<file path="src/hcbd_pkg.sv">
// hcbd_pkg: shared widths, register indexes, error codes and character
// constants for the chunked body decoder; no dependencies
`timescale 1ns / 1ps

package hcbd_pkg;

    // width of chunk size, bytes left and body total counters
    localparam int LENGTH_BITS = 32;
    // size accumulator after one more hex digit
    localparam int ACC_W = LENGTH_BITS + 4;
    // common width for size and total compares against the body limit
    localparam int CMP_W = (ACC_W > 33) ? ACC_W : 33;

    localparam int BODY_LIM_W = 32;
    localparam int TRL_LIM_W  = 16;
    localparam int CNT16_W    = 16;
    localparam int CFG_DATA_W = 32;
    localparam int CFG_IDX_W  = 1;

    // configuration register indexes
    localparam logic [CFG_IDX_W-1:0] REG_MAX_BODY    = 1'd0;
    localparam logic [CFG_IDX_W-1:0] REG_MAX_TRAILER = 1'd1;

    // configuration reset values
    localparam logic [BODY_LIM_W-1:0] MAX_BODY_RESET    = 32'd1048576;
    localparam logic [TRL_LIM_W-1:0]  MAX_TRAILER_RESET = 16'd8192;

    // error codes
    typedef logic [2:0] err_code_t;
    localparam err_code_t ERR_NONE        = 3'd0;
    localparam err_code_t ERR_BAD_DIGIT   = 3'd1;
    localparam err_code_t ERR_TOO_LARGE   = 3'd2;
    localparam err_code_t ERR_BAD_TERM    = 3'd3;
    localparam err_code_t ERR_NO_COLON    = 3'd4;
    localparam err_code_t ERR_TRAILER_BIG = 3'd5;

    // characters of the chunked syntax
    localparam logic [7:0] CH_CR    = 8'h0D;
    localparam logic [7:0] CH_LF    = 8'h0A;
    localparam logic [7:0] CH_SEMI  = 8'h3B;
    localparam logic [7:0] CH_COLON = 8'h3A;

endpackage

</file>
<file path="src/hcbd_in_if.sv">
// hcbd_in_if: raw byte channel of the chunked body decoder
// depends on nothing
`timescale 1ns / 1ps

interface hcbd_in_if;
    logic       valid;
    logic       ready;
    logic [7:0] in_byte;
    logic       first_of_message;

    modport source (output valid, output in_byte, output first_of_message, input ready);
    modport sink   (input valid, input in_byte, input first_of_message, output ready);
endinterface

</file>
<file path="src/hcbd_out_if.sv">
// hcbd_out_if: decoded result channel of the chunked body decoder
// depends on hcbd_pkg for the error code type
`timescale 1ns / 1ps

interface hcbd_out_if;
    logic               valid;
    logic               ready;
    logic               body_valid;
    logic [7:0]         body_byte;
    logic               message_done;
    hcbd_pkg::err_code_t error_code;

    modport source (output valid, output body_valid, output body_byte, output message_done,
                    output error_code, input ready);
    modport sink   (input valid, input body_valid, input body_byte, input message_done,
                    input error_code, output ready);
endinterface

</file>
<file path="src/http_chunked_body_decoder.sv">
// http_chunked_body_decoder: byte-wide decoder for chunked message bodies
// depends on hcbd_pkg, hcbd_in_if and hcbd_out_if
`timescale 1ns / 1ps

// Usage
//   raw carries one byte of the chunked body per word, with first_of_message
//   set on the first byte of each new body. decoded carries exactly one word
//   per raw word: body_valid/body_byte for payload, message_done on the LF of
//   the blank line that ends the trailers, and error_code, which holds the
//   first error of the message on every word until the next message starts.
//   Limits are written through cfg_we/cfg_index/cfg_data while idle.
// Timing
//   Each byte is held in an input register, then the decode step (one hex
//   shift, one 36-bit add and compare against the body limit) updates the
//   parse state and fills the result register, which drives decoded.
//   Throughput is one byte per cycle while decoded is taken.
// Reset and stall
//   rst_n clears the parse state to the start of a size line, restores the
//   default limits and empties both registers. When decoded is not taken,
//   the result register holds, the input register holds its byte, and raw
//   drops ready once both are full; nothing is lost or repeated.
module http_chunked_body_decoder
(
    input  logic                                clk,
    input  logic                                rst_n,
    hcbd_in_if.sink                             raw,
    hcbd_out_if.source                          decoded,
    input  logic                                cfg_we,
    input  logic [hcbd_pkg::CFG_IDX_W-1:0]      cfg_index,
    input  logic [hcbd_pkg::CFG_DATA_W-1:0]     cfg_data
);

    // parse phases
    localparam logic [3:0] PH_SIZE    = 4'd0;
    localparam logic [3:0] PH_SIZE_LF = 4'd1;
    localparam logic [3:0] PH_DATA    = 4'd2;
    localparam logic [3:0] PH_DATA_CR = 4'd3;
    localparam logic [3:0] PH_DATA_LF = 4'd4;
    localparam logic [3:0] PH_TRL     = 4'd5;
    localparam logic [3:0] PH_TRL_LF  = 4'd6;
    localparam logic [3:0] PH_DONE    = 4'd7;
    localparam logic [3:0] PH_ERR     = 4'd8;

    localparam int LB  = hcbd_pkg::LENGTH_BITS;
    localparam int CW  = hcbd_pkg::CMP_W;
    localparam int C16 = hcbd_pkg::CNT16_W;

    // saturating 16-bit add
    function automatic logic [C16-1:0] sat_add16(input logic [C16-1:0] a,
                                                 input logic [C16-1:0] b);
        logic [C16:0] s;
        s = {1'b0, a} + {1'b0, b};
        return s[C16] ? {C16{1'b1}} : s[C16-1:0];
    endfunction

    // hex digit decode, bit 4 flags a valid digit
    function automatic logic [4:0] hex_digit(input logic [7:0] b);
        logic [4:0] r;
        r = 5'd0;
        if (b >= 8'h30 && b <= 8'h39)      r = {1'b1, 4'(b - 8'h30)};
        else if (b >= 8'h61 && b <= 8'h66) r = {1'b1, 4'(b - 8'h57)};
        else if (b >= 8'h41 && b <= 8'h46) r = {1'b1, 4'(b - 8'h37)};
        return r;
    endfunction

    // configuration registers
    logic [hcbd_pkg::BODY_LIM_W-1:0] max_body_reg;
    logic [hcbd_pkg::TRL_LIM_W-1:0]  max_trailer_reg;

    // input register
    logic       s1_valid_reg;
    logic [7:0] s1_byte_reg;
    logic       s1_first_reg;

    // parse state
    logic [3:0]                phase_reg, phase_next;
    logic [LB-1:0]             acc_reg, acc_next;
    logic [LB-1:0]             left_reg, left_next;
    logic [LB-1:0]             total_reg, total_next;
    logic [C16-1:0]            trl_bytes_reg, trl_bytes_next;
    logic [C16-1:0]            line_len_reg, line_len_next;
    logic                      colon_reg, colon_next;
    logic                      ext_reg, ext_next;
    hcbd_pkg::err_code_t       err_reg, err_next;

    // result register
    logic                      out_valid_reg;
    logic                      out_body_valid_reg;
    logic [7:0]                out_byte_reg;
    logic                      out_done_reg;
    hcbd_pkg::err_code_t       out_err_reg;

    logic res_valid;
    logic res_done;
    logic advance;

    // pipeline flow control
    assign advance   = !out_valid_reg || decoded.ready;
    assign raw.ready = !s1_valid_reg || advance;

    // configuration writes
    always_ff @(posedge clk or negedge rst_n)
    begin
        if (!rst_n)
        begin
            max_body_reg    <= hcbd_pkg::MAX_BODY_RESET;
            max_trailer_reg <= hcbd_pkg::MAX_TRAILER_RESET;
        end
        else if (cfg_we)
        begin
            unique case (cfg_index)
                hcbd_pkg::REG_MAX_BODY:
                    max_body_reg <= cfg_data[hcbd_pkg::BODY_LIM_W-1:0];
                hcbd_pkg::REG_MAX_TRAILER:
                    max_trailer_reg <= cfg_data[hcbd_pkg::TRL_LIM_W-1:0];
                default: ;
            endcase
        end
    end

    // input register
    always_ff @(posedge clk or negedge rst_n)
    begin
        if (!rst_n)
        begin
            s1_valid_reg <= 1'b0;
        end
        else if (raw.ready)
        begin
            s1_valid_reg <= raw.valid;
        end
    end

    always_ff @(posedge clk)
    begin
        if (raw.valid && raw.ready)
        begin
            s1_byte_reg  <= raw.in_byte;
            s1_first_reg <= raw.first_of_message;
        end
    end

    // one decode step
    always_comb
    begin
        logic [7:0]    b;
        logic [4:0]    hd;
        logic [CW-1:0] acc_shift;
        logic [CW-1:0] sum_total;
        logic [CW-1:0] max_wide;
        logic [LB-1:0] left_dec;
        logic [C16-1:0] ll_p1;
        logic [C16-1:0] ll_p2;

        b = s1_byte_reg;

        // restart on first byte of a message
        if (s1_first_reg)
        begin
            phase_next     = PH_SIZE;
            acc_next       = '0;
            left_next      = '0;
            total_next     = '0;
            trl_bytes_next = '0;
            line_len_next  = '0;
            colon_next     = 1'b0;
            ext_next       = 1'b0;
            err_next       = hcbd_pkg::ERR_NONE;
        end
        else
        begin
            phase_next     = phase_reg;
            acc_next       = acc_reg;
            left_next      = left_reg;
            total_next     = total_reg;
            trl_bytes_next = trl_bytes_reg;
            line_len_next  = line_len_reg;
            colon_next     = colon_reg;
            ext_next       = ext_reg;
            err_next       = err_reg;
        end

        hd        = hex_digit(b);
        acc_shift = CW'({acc_next, hd[3:0]});
        max_wide  = CW'(max_body_reg);
        sum_total = CW'(total_next) + CW'(acc_next);
        left_dec  = left_next - LB'(1);
        ll_p1     = sat_add16(line_len_next, C16'(1));
        ll_p2     = sat_add16(line_len_next, C16'(2));

        res_valid = 1'b0;
        res_done  = 1'b0;

        unique case (phase_next)
            PH_SIZE:
            begin
                if (ext_next)
                begin
                    if (b == hcbd_pkg::CH_CR)
                        phase_next = PH_SIZE_LF;
                end
                else if (b == hcbd_pkg::CH_SEMI)
                begin
                    ext_next = 1'b1;
                end
                else if (b == hcbd_pkg::CH_CR)
                begin
                    phase_next = PH_SIZE_LF;
                end
                else if (!hd[4])
                begin
                    phase_next = PH_ERR;
                    err_next   = hcbd_pkg::ERR_BAD_DIGIT;
                end
                else if (acc_shift > max_wide || acc_shift[CW-1:LB] != '0)
                begin
                    phase_next = PH_ERR;
                    err_next   = hcbd_pkg::ERR_TOO_LARGE;
                end
                else
                begin
                    acc_next      = acc_shift[LB-1:0];
                    line_len_next = ll_p1;
                end
            end

            PH_SIZE_LF:
            begin
                if (b == hcbd_pkg::CH_LF)
                begin
                    // end of size line
                    if (line_len_next == '0)
                    begin
                        phase_next = PH_ERR;
                        err_next   = hcbd_pkg::ERR_BAD_DIGIT;
                    end
                    else if (acc_next == '0)
                    begin
                        phase_next     = PH_TRL;
                        line_len_next  = '0;
                        colon_next     = 1'b0;
                        trl_bytes_next = '0;
                    end
                    else if (sum_total > max_wide)
                    begin
                        phase_next = PH_ERR;
                        err_next   = hcbd_pkg::ERR_TOO_LARGE;
                    end
                    else
                    begin
                        total_next = sum_total[LB-1:0];
                        left_next  = acc_next;
                        phase_next = PH_DATA;
                    end
                end
                else if (ext_next)
                begin
                    // stray cr inside an extension is ignored
                    phase_next = (b == hcbd_pkg::CH_CR) ? PH_SIZE_LF : PH_SIZE;
                end
                else
                begin
                    phase_next = PH_ERR;
                    err_next   = hcbd_pkg::ERR_BAD_DIGIT;
                end
            end

            PH_DATA:
            begin
                res_valid = 1'b1;
                left_next = left_dec;
                if (left_dec == '0)
                    phase_next = PH_DATA_CR;
            end

            PH_DATA_CR:
            begin
                if (b == hcbd_pkg::CH_CR)
                begin
                    phase_next = PH_DATA_LF;
                end
                else
                begin
                    phase_next = PH_ERR;
                    err_next   = hcbd_pkg::ERR_BAD_TERM;
                end
            end

            PH_DATA_LF:
            begin
                if (b == hcbd_pkg::CH_LF)
                begin
                    phase_next    = PH_SIZE;
                    acc_next      = '0;
                    line_len_next = '0;
                    ext_next      = 1'b0;
                end
                else
                begin
                    phase_next = PH_ERR;
                    err_next   = hcbd_pkg::ERR_BAD_TERM;
                end
            end

            PH_TRL:
            begin
                if (b == hcbd_pkg::CH_CR)
                begin
                    phase_next = PH_TRL_LF;
                end
                else
                begin
                    line_len_next = ll_p1;
                    if (b == hcbd_pkg::CH_COLON)
                        colon_next = 1'b1;
                end
            end

            PH_TRL_LF:
            begin
                if (b == hcbd_pkg::CH_LF)
                begin
                    // end of trailer line
                    if (trl_bytes_next > max_trailer_reg)
                    begin
                        phase_next = PH_ERR;
                        err_next   = hcbd_pkg::ERR_TRAILER_BIG;
                    end
                    else if (line_len_next == '0)
                    begin
                        phase_next = PH_DONE;
                        res_done   = 1'b1;
                    end
                    else if (!colon_next)
                    begin
                        phase_next = PH_ERR;
                        err_next   = hcbd_pkg::ERR_NO_COLON;
                    end
                    else
                    begin
                        trl_bytes_next = sat_add16(trl_bytes_next, ll_p2);
                        line_len_next  = '0;
                        colon_next     = 1'b0;
                        phase_next     = PH_TRL;
                    end
                end
                else if (b == hcbd_pkg::CH_CR)
                begin
                    // the earlier cr counts as content, this one may end the line
                    line_len_next = ll_p1;
                    phase_next    = PH_TRL_LF;
                end
                else
                begin
                    line_len_next = ll_p2;
                    phase_next    = PH_TRL;
                    if (b == hcbd_pkg::CH_COLON)
                        colon_next = 1'b1;
                end
            end

            default: ;
        endcase
    end

    // parse state update
    always_ff @(posedge clk or negedge rst_n)
    begin
        if (!rst_n)
        begin
            phase_reg     <= PH_SIZE;
            acc_reg       <= '0;
            left_reg      <= '0;
            total_reg     <= '0;
            trl_bytes_reg <= '0;
            line_len_reg  <= '0;
            colon_reg     <= 1'b0;
            ext_reg       <= 1'b0;
            err_reg       <= hcbd_pkg::ERR_NONE;
        end
        else if (advance && s1_valid_reg)
        begin
            phase_reg     <= phase_next;
            acc_reg       <= acc_next;
            left_reg      <= left_next;
            total_reg     <= total_next;
            trl_bytes_reg <= trl_bytes_next;
            line_len_reg  <= line_len_next;
            colon_reg     <= colon_next;
            ext_reg       <= ext_next;
            err_reg       <= err_next;
        end
    end

    // result register
    always_ff @(posedge clk or negedge rst_n)
    begin
        if (!rst_n)
        begin
            out_valid_reg <= 1'b0;
        end
        else if (advance)
        begin
            out_valid_reg <= s1_valid_reg;
        end
    end

    always_ff @(posedge clk)
    begin
        if (advance && s1_valid_reg)
        begin
            out_body_valid_reg <= res_valid;
            out_byte_reg       <= res_valid ? s1_byte_reg : 8'd0;
            out_done_reg       <= res_done;
            out_err_reg        <= err_next;
        end
    end

    assign decoded.valid        = out_valid_reg;
    assign decoded.body_valid   = out_body_valid_reg;
    assign decoded.body_byte    = out_byte_reg;
    assign decoded.message_done = out_done_reg;
    assign decoded.error_code   = out_err_reg;

    // checks
    a_body_no_error: assert property (@(posedge clk) disable iff (!rst_n)
        out_valid_reg && out_body_valid_reg |-> out_err_reg == hcbd_pkg::ERR_NONE)
        else $error("payload word carries an error code");

    a_done_clean: assert property (@(posedge clk) disable iff (!rst_n)
        out_valid_reg && out_done_reg |-> !out_body_valid_reg
                                          && out_err_reg == hcbd_pkg::ERR_NONE)
        else $error("message end word carries payload or error");

    a_stall_cause: assert property (@(posedge clk) disable iff (!rst_n)
        !raw.ready |-> s1_valid_reg && out_valid_reg && !decoded.ready)
        else $error("raw stalled without a pending result");

    a_err_phase: assert property (@(posedge clk) disable iff (!rst_n)
        phase_reg == PH_ERR |-> err_reg != hcbd_pkg::ERR_NONE)
        else $error("error phase without an error code");

    a_data_left: assert property (@(posedge clk) disable iff (!rst_n)
        phase_reg == PH_DATA |-> left_reg != '0)
        else $error("data phase with no bytes left");

endmodule
</file>
<file path="src/flat_wrapper.sv">
// flat-port wrapper written by rule: the top's interface ports become plain ports
module http_chunked_body_decoder_flat 
  (clk, rst_n, cfg_we, cfg_index, cfg_data, raw_valid, raw_in_byte, raw_first_of_message, raw_ready, decoded_valid, decoded_body_valid, decoded_body_byte, decoded_message_done, decoded_error_code, decoded_ready);
  hcbd_in_if raw_i ();
  hcbd_out_if decoded_i ();
  input  logic clk;
  input  logic rst_n;
  input  logic cfg_we;
  input  logic [hcbd_pkg::CFG_IDX_W-1:0] cfg_index;
  input  logic [hcbd_pkg::CFG_DATA_W-1:0] cfg_data;
  input wire logic [$bits(raw_i.valid)-1:0] raw_valid;
  input wire logic [$bits(raw_i.in_byte)-1:0] raw_in_byte;
  input wire logic [$bits(raw_i.first_of_message)-1:0] raw_first_of_message;
  output wire logic [$bits(raw_i.ready)-1:0] raw_ready;
  output wire logic [$bits(decoded_i.valid)-1:0] decoded_valid;
  output wire logic [$bits(decoded_i.body_valid)-1:0] decoded_body_valid;
  output wire logic [$bits(decoded_i.body_byte)-1:0] decoded_body_byte;
  output wire logic [$bits(decoded_i.message_done)-1:0] decoded_message_done;
  output wire logic [$bits(decoded_i.error_code)-1:0] decoded_error_code;
  input wire logic [$bits(decoded_i.ready)-1:0] decoded_ready;
  assign raw_i.valid = raw_valid;
  assign raw_i.in_byte = raw_in_byte;
  assign raw_i.first_of_message = raw_first_of_message;
  assign raw_ready = raw_i.ready;
  assign decoded_valid = decoded_i.valid;
  assign decoded_body_valid = decoded_i.body_valid;
  assign decoded_body_byte = decoded_i.body_byte;
  assign decoded_message_done = decoded_i.message_done;
  assign decoded_error_code = decoded_i.error_code;
  assign decoded_i.ready = decoded_ready;
  http_chunked_body_decoder u_core (.clk(clk), .rst_n(rst_n), .raw(raw_i), .decoded(decoded_i), .cfg_we(cfg_we), .cfg_index(cfg_index), .cfg_data(cfg_data));
endmodule
</file>
<file path="config.mk">
export PLATFORM = sky130hd
export DESIGN_NAME = http_chunked_body_decoder_flat
export DESIGN_NICKNAME = d
export VERILOG_FILES = /design/src/hcbd_pkg.sv /design/src/hcbd_in_if.sv /design/src/hcbd_out_if.sv /design/src/http_chunked_body_decoder.sv /design/src/flat_wrapper.sv
export SDC_FILE = /design/constraint.sdc
export NUM_CORES = 1
export LEC_CHECK = 0
export ABC_AREA = 1
export BUFFER_PORTS_ARGS = -buffer_cell sky130_fd_sc_hd__buf_4
export CAP_MARGIN = 20
export CORE_MARGIN = 2
export CORE_UTILIZATION = 44
export DETAILED_ROUTE_END_ITERATION = 7
export GPL_TIMING_DRIVEN = 0
export PLACE_DENSITY = 0.65
export SLEW_MARGIN = 10
export SYNTH_ARGS = -nofsm -noshare
export SYNTH_HDL_FRONTEND = slang
export SYNTH_SLANG_ARGS = --single-unit
</file>
<file path="constraint.sdc">
create_clock -name clk -period 13.98 [get_ports clk]
set_clock_uncertainty 0.1 [all_clocks]
set_input_delay 4.194 -clock clk [delete_from_list [all_inputs] [get_ports clk]]
set_output_delay 4.194 -clock clk [all_outputs]
set_load 0.05 [all_outputs]
</file>
==> reports/summary.txt <==
========================================================================================
Result of the run ......................................................... complete, no violations
Final Util ................................................................        49.3%
Worst hold path class .....................................................   reg -> reg
Post-synthesis compound-gate area fraction ................................        24.5%
CP Launch Type ............................................................   input port
Via count of the first global-routing pass ................................        21300
Gate Count Post-Synth .....................................................         3135
Global route overflow .....................................................            0
Worst Tran Pin Value ......................................................      1.27 ns
Core Box Area .............................................................   0.0452 mm2
Critical path start-end classification ....................................    in -> out
Setup repair after global routing missed its margin .......................           no
Synth unique cells ........................................................           55
Count of placed standard cells in the final layout, fillers left out ......         3854
Count of state elements after synthesis ...................................          209
Simple-gate share of the synthesized area .................................        26.6%
Per-cell via count in the routed design ...................................         5.92
Arrival time worst endpoint ...............................................      4.67 ns
Dominant combinational cell family by area after synthesis ................ simple AND/OR/NAND/NOR gates
Launch instance of the worst min-delay path ............................... u_core.line_len_reg[14]
Final wirelength ..........................................................     86300 um
Area Growth Syn to Fin ....................................................        11.2%
Die height ................................................................       217 um
Critical path, cell by cell ............................................... buf_4 -> inv_1 -> nand3_1 -> buf_4
Routed wire length per instance ...........................................      22.4 um
Count of clock tree sinks .................................................          209
Number of top-level pins ..................................................           62
Cell with the largest stage delay on the worst path ....................... sky130_fd_sc_hd__buf_4
Number of instances resized during post-cts repair ........................            0
Max-cap violations ........................................................            0
Floorplan row count .......................................................           78
Inserted Clock Buffers ....................................................           30
Global-route wire length before repair ....................................    130000 um
Yosys warnings ............................................................            0
Category of cells accounting for the largest share of critical-path delay . buffers and inverters
Placer Congestion .........................................................         1.01
Clock transition at the registers of the reported paths ...................      0.06 ns
Worst R2R Path Depth ......................................................           34
Clock tree from TritonCTS .................................................          yes
End of the worst register-to-register path ................................ u_core.left_reg[29]
Hold-critical path depth ..................................................            2
Quantity of hold-fixing buffers added after cts ...........................            0
Worst-path fanout max .....................................................            3
Count of input and output buffers .........................................           61
Worst hold margin .........................................................     0.380 ns
Count of pins over their slew limit .......................................            0
DP Wirelength .............................................................     65800 um
Clock root cell ........................................................... sky130_fd_sc_hd__clkbuf_16
Required time of the critical path ........................................      9.69 ns
Register area share after synthesis .......................................        26.7%
Top layer used by detailed routing ........................................         met4
Largest stage delay on the critical path ..................................      0.21 ns
Hold Fails Final Rpt ......................................................            0
First-pass DRT Iterations .................................................            8
Metal-1 WL ................................................................     36800 um
Worst path buffer plus inverter count .....................................            3
Antenna violations before repair ..........................................            0
Number of nets in the synthesized netlist .................................         3312
Pre-CTS worst setup slack .................................................      5.01 ns
R2R Path Start ............................................................ u_core.s1_first_reg
Number of setup violations in the final report ............................            0
Max-slew headroom at the worst pin ........................................        14.9%
DR WL met2 ................................................................     37100 um
Fin Setup TNS .............................................................         0 ns
Pwr/cell area .............................................................   169 mW/mm2
Largest buffer count on any clock path ....................................            3
DRC errors left ...........................................................            0
Post-synthesis adder-cell area fraction ...................................        8.19%
Share of the clock period used by the worst path ..........................        64.1%
Level count of the clock H-tree ...........................................            1
Die Outline Area ..........................................................   0.0473 mm2
Number of nets in the final layout ........................................         3407
Width of the die ..........................................................       217 um
Post-CTS repair timing setup buffer count .................................            0
Leak ......................................................................      11.1 nW
Combined global-route utilization of all metal layers .....................        35.8%
Total vias in the final route .............................................        22800
Most common cell type on the critical path ................................ sky130_fd_sc_hd__buf_4
DR iter-0 viols ...........................................................         2940
Worst setup EP type .......................................................  output port
Max VDD drop ..............................................................   0.000116 V
Min setup slack post-route ................................................      5.01 ns
Peak clock frequency supported by timing ..................................    0.112 GHz
Initial core utilization ..................................................        44.4%
Layout cell share with drive strength beyond 1 ............................        6.39%
Setup crit start .......................................................... decoded_ready
Post-route ant nets .......................................................            0
Xor and xnor fraction of the mapped netlist area ..........................        3.41%
Detailed route wirelength on metal3 .......................................      8340 um
Clock insertion delay at the later pin of the skew report .................      0.63 ns
Reg2reg setup slack .......................................................      5.68 ns
Cell Area, Synth ..........................................................   0.0200 mm2
Multiplexer fraction of the synthesized cell area .........................           0%
Number of placed cells counting well taps .................................         3798
Hold Path End ............................................................. u_core.line_len_reg[14]
Pin count of the biggest net entering global routing ......................          103
Mean area per synthesized cell ............................................     6.39 um2
Final critical path time including I/O delays and setup ...................      8.97 ns
========================================================================================
-- routing by layer --
| layer | vias to the layer above | global-route usage [%] |
|---|---|---|
| met5 | - | 0 |
| met2 | 1238 | 55.3 |
| met4 | 0 | 15.7 |
| met3 | 231 | 5.70 |
| met1 | 10700 | 49.4 |
| li1 | 10600 | - |
-- worst register-to-register path, delay by kind of cell (launching register included) --
kind                       cells  cell delay [ns]
AOI/OAI and AO/OA              6             1.40
buffers and inverters          6             2.71
adders and majority gates      2             0.78
DFF                            1             0.50
xor gates and xnor gates       1             0.14
and+or+nand+nor               19             2.53
-- power breakdown --
group | internal (mW) | total (mW) | switching, mW
clock network | 0.445 | 0.774 | 0.329
logic | 0.602 | 2.11 | 1.51
registers | 0.803 | 0.894 | 0.0911
total | 1.85 | 3.78 | 1.93
-- worst max-delay path by stage --
stage	slack, ns	end	cells past startpoint
after floorplan	5.03	raw_ready	2
after global placement	5.02	raw_ready	4
after detailed placement	5.01	raw_ready	4
after CTS	5.01	raw_ready	4
after global routing	4.96	raw_ready	4
final	5.01	raw_ready	4
-- cells in the mapped netlist, drive strengths merged --
master / n / area [um2]
o211ai: 81 / 608
dfstp: 2 / 52.6
ha: 128 / 1600
a211oi: 5 / 37.5
inv: 406 / 1520
a221oi: 6 / 52.6
buf: 37 / 229
and3: 5 / 31.3
and2: 3 / 18.8
a31oi: 9 / 56.3
nand3: 118 / 618
o31ai: 3 / 22.5
nand3b: 5 / 37.5
xor2: 61 / 534
nand2: 723 / 2740
a21boi: 1 / 7.51
o221ai: 12 / 105
clkbuf: 99 / 372
dfrtp: 185 / 4630
o221a: 2 / 22.5
a21o: 7 / 52.6
edfxtp: 22 / 661
o22ai: 16 / 100
fa: 2 / 40.0
a21oi: 391 / 1980
a2111oi: 2 / 17.5
o21a: 7 / 52.6
nand4: 25 / 156
a221o: 2 / 20.0
o21ai: 301 / 1510
xnor2: 17 / 149
nor2: 379 / 1520
o21bai: 5 / 37.5
nor4: 8 / 62.6
clkinv: 3 / 11.3
a22oi: 30 / 225
a41oi: 1 / 8.76
or2: 2 / 12.5
nor3b: 2 / 15.0
nor3: 22 / 120
-- cell usage in the layout (no fill, tap or decap), types with 16 or more instances in the layout --
cell | netlist | routed
sky130_fd_sc_hd__edfxtp_1 | 22 | 22
sky130_fd_sc_hd__inv_1 | 389 | 389
sky130_fd_sc_hd__buf_4 | 3 | 63
sky130_fd_sc_hd__xnor2_1 | 17 | 17
sky130_fd_sc_hd__xor2_1 | 61 | 61
sky130_fd_sc_hd__o211ai_1 | 81 | 81
sky130_fd_sc_hd__clkbuf_1 | 99 | 106
sky130_fd_sc_hd__ha_1 | 128 | 128
sky130_fd_sc_hd__inv_2 | 17 | 17
sky130_fd_sc_hd__nand4_1 | 25 | 25
sky130_fd_sc_hd__nand2_1 | 711 | 711
sky130_fd_sc_hd__o21ai_0 | 272 | 272
sky130_fd_sc_hd__o21ai_1 | 29 | 29
sky130_fd_sc_hd__nor3_1 | 20 | 20
sky130_fd_sc_hd__clkbuf_16 | 0 | 30
sky130_fd_sc_hd__nor2_1 | 359 | 359
sky130_fd_sc_hd__o22ai_1 | 16 | 16
sky130_fd_sc_hd__a21oi_1 | 388 | 388
sky130_fd_sc_hd__a22oi_1 | 30 | 30
sky130_fd_sc_hd__buf_2 | 21 | 21
sky130_fd_sc_hd__dfrtp_1 | 185 | 185
sky130_fd_sc_hd__nand3_1 | 114 | 114
-- stage by stage --
| stage | instance area, um2 | power, mW |
|---|---|---|
| after floorplan | 20000 | 2.28 |
| after global routing | 22300 | 4.01 |
| after CTS | 22300 | 3.71 |
| final | 22300 | 3.78 |
| after detailed placement | 21300 | 2.94 |
| after global placement | 21300 | 2.89 |
-- layout make-up --
class / instances / area (um2)
Clock inverter: 11 / 111
Multi-Input combinational cell: 2381 / 12600
Antenna cell: 1 / 2.50
Tap cell: 600 / 751
Clock buffer: 44 / 863
Timing Repair Buffer: 63 / 520
Fill cell: 4725 / 22900
Inverter: 409 / 1540
Buffer: 136 / 602
Sequential cell: 209 / 5340
-- cell families (layout without fill, tap and decap cells) --
logic type | after synthesis | in the layout
buffers and inverters | 545 | 663
adder cells (fa/ha/maj) | 130 | 130
AND/OR/NAND/NOR | 1292 | 1292
XOR/XNOR | 78 | 78
AO/OA/AOI/OAI | 881 | 881
flip-flops | 209 | 209
other | 0 | 1
Note: power is estimated with default switching activity, not from simulation.
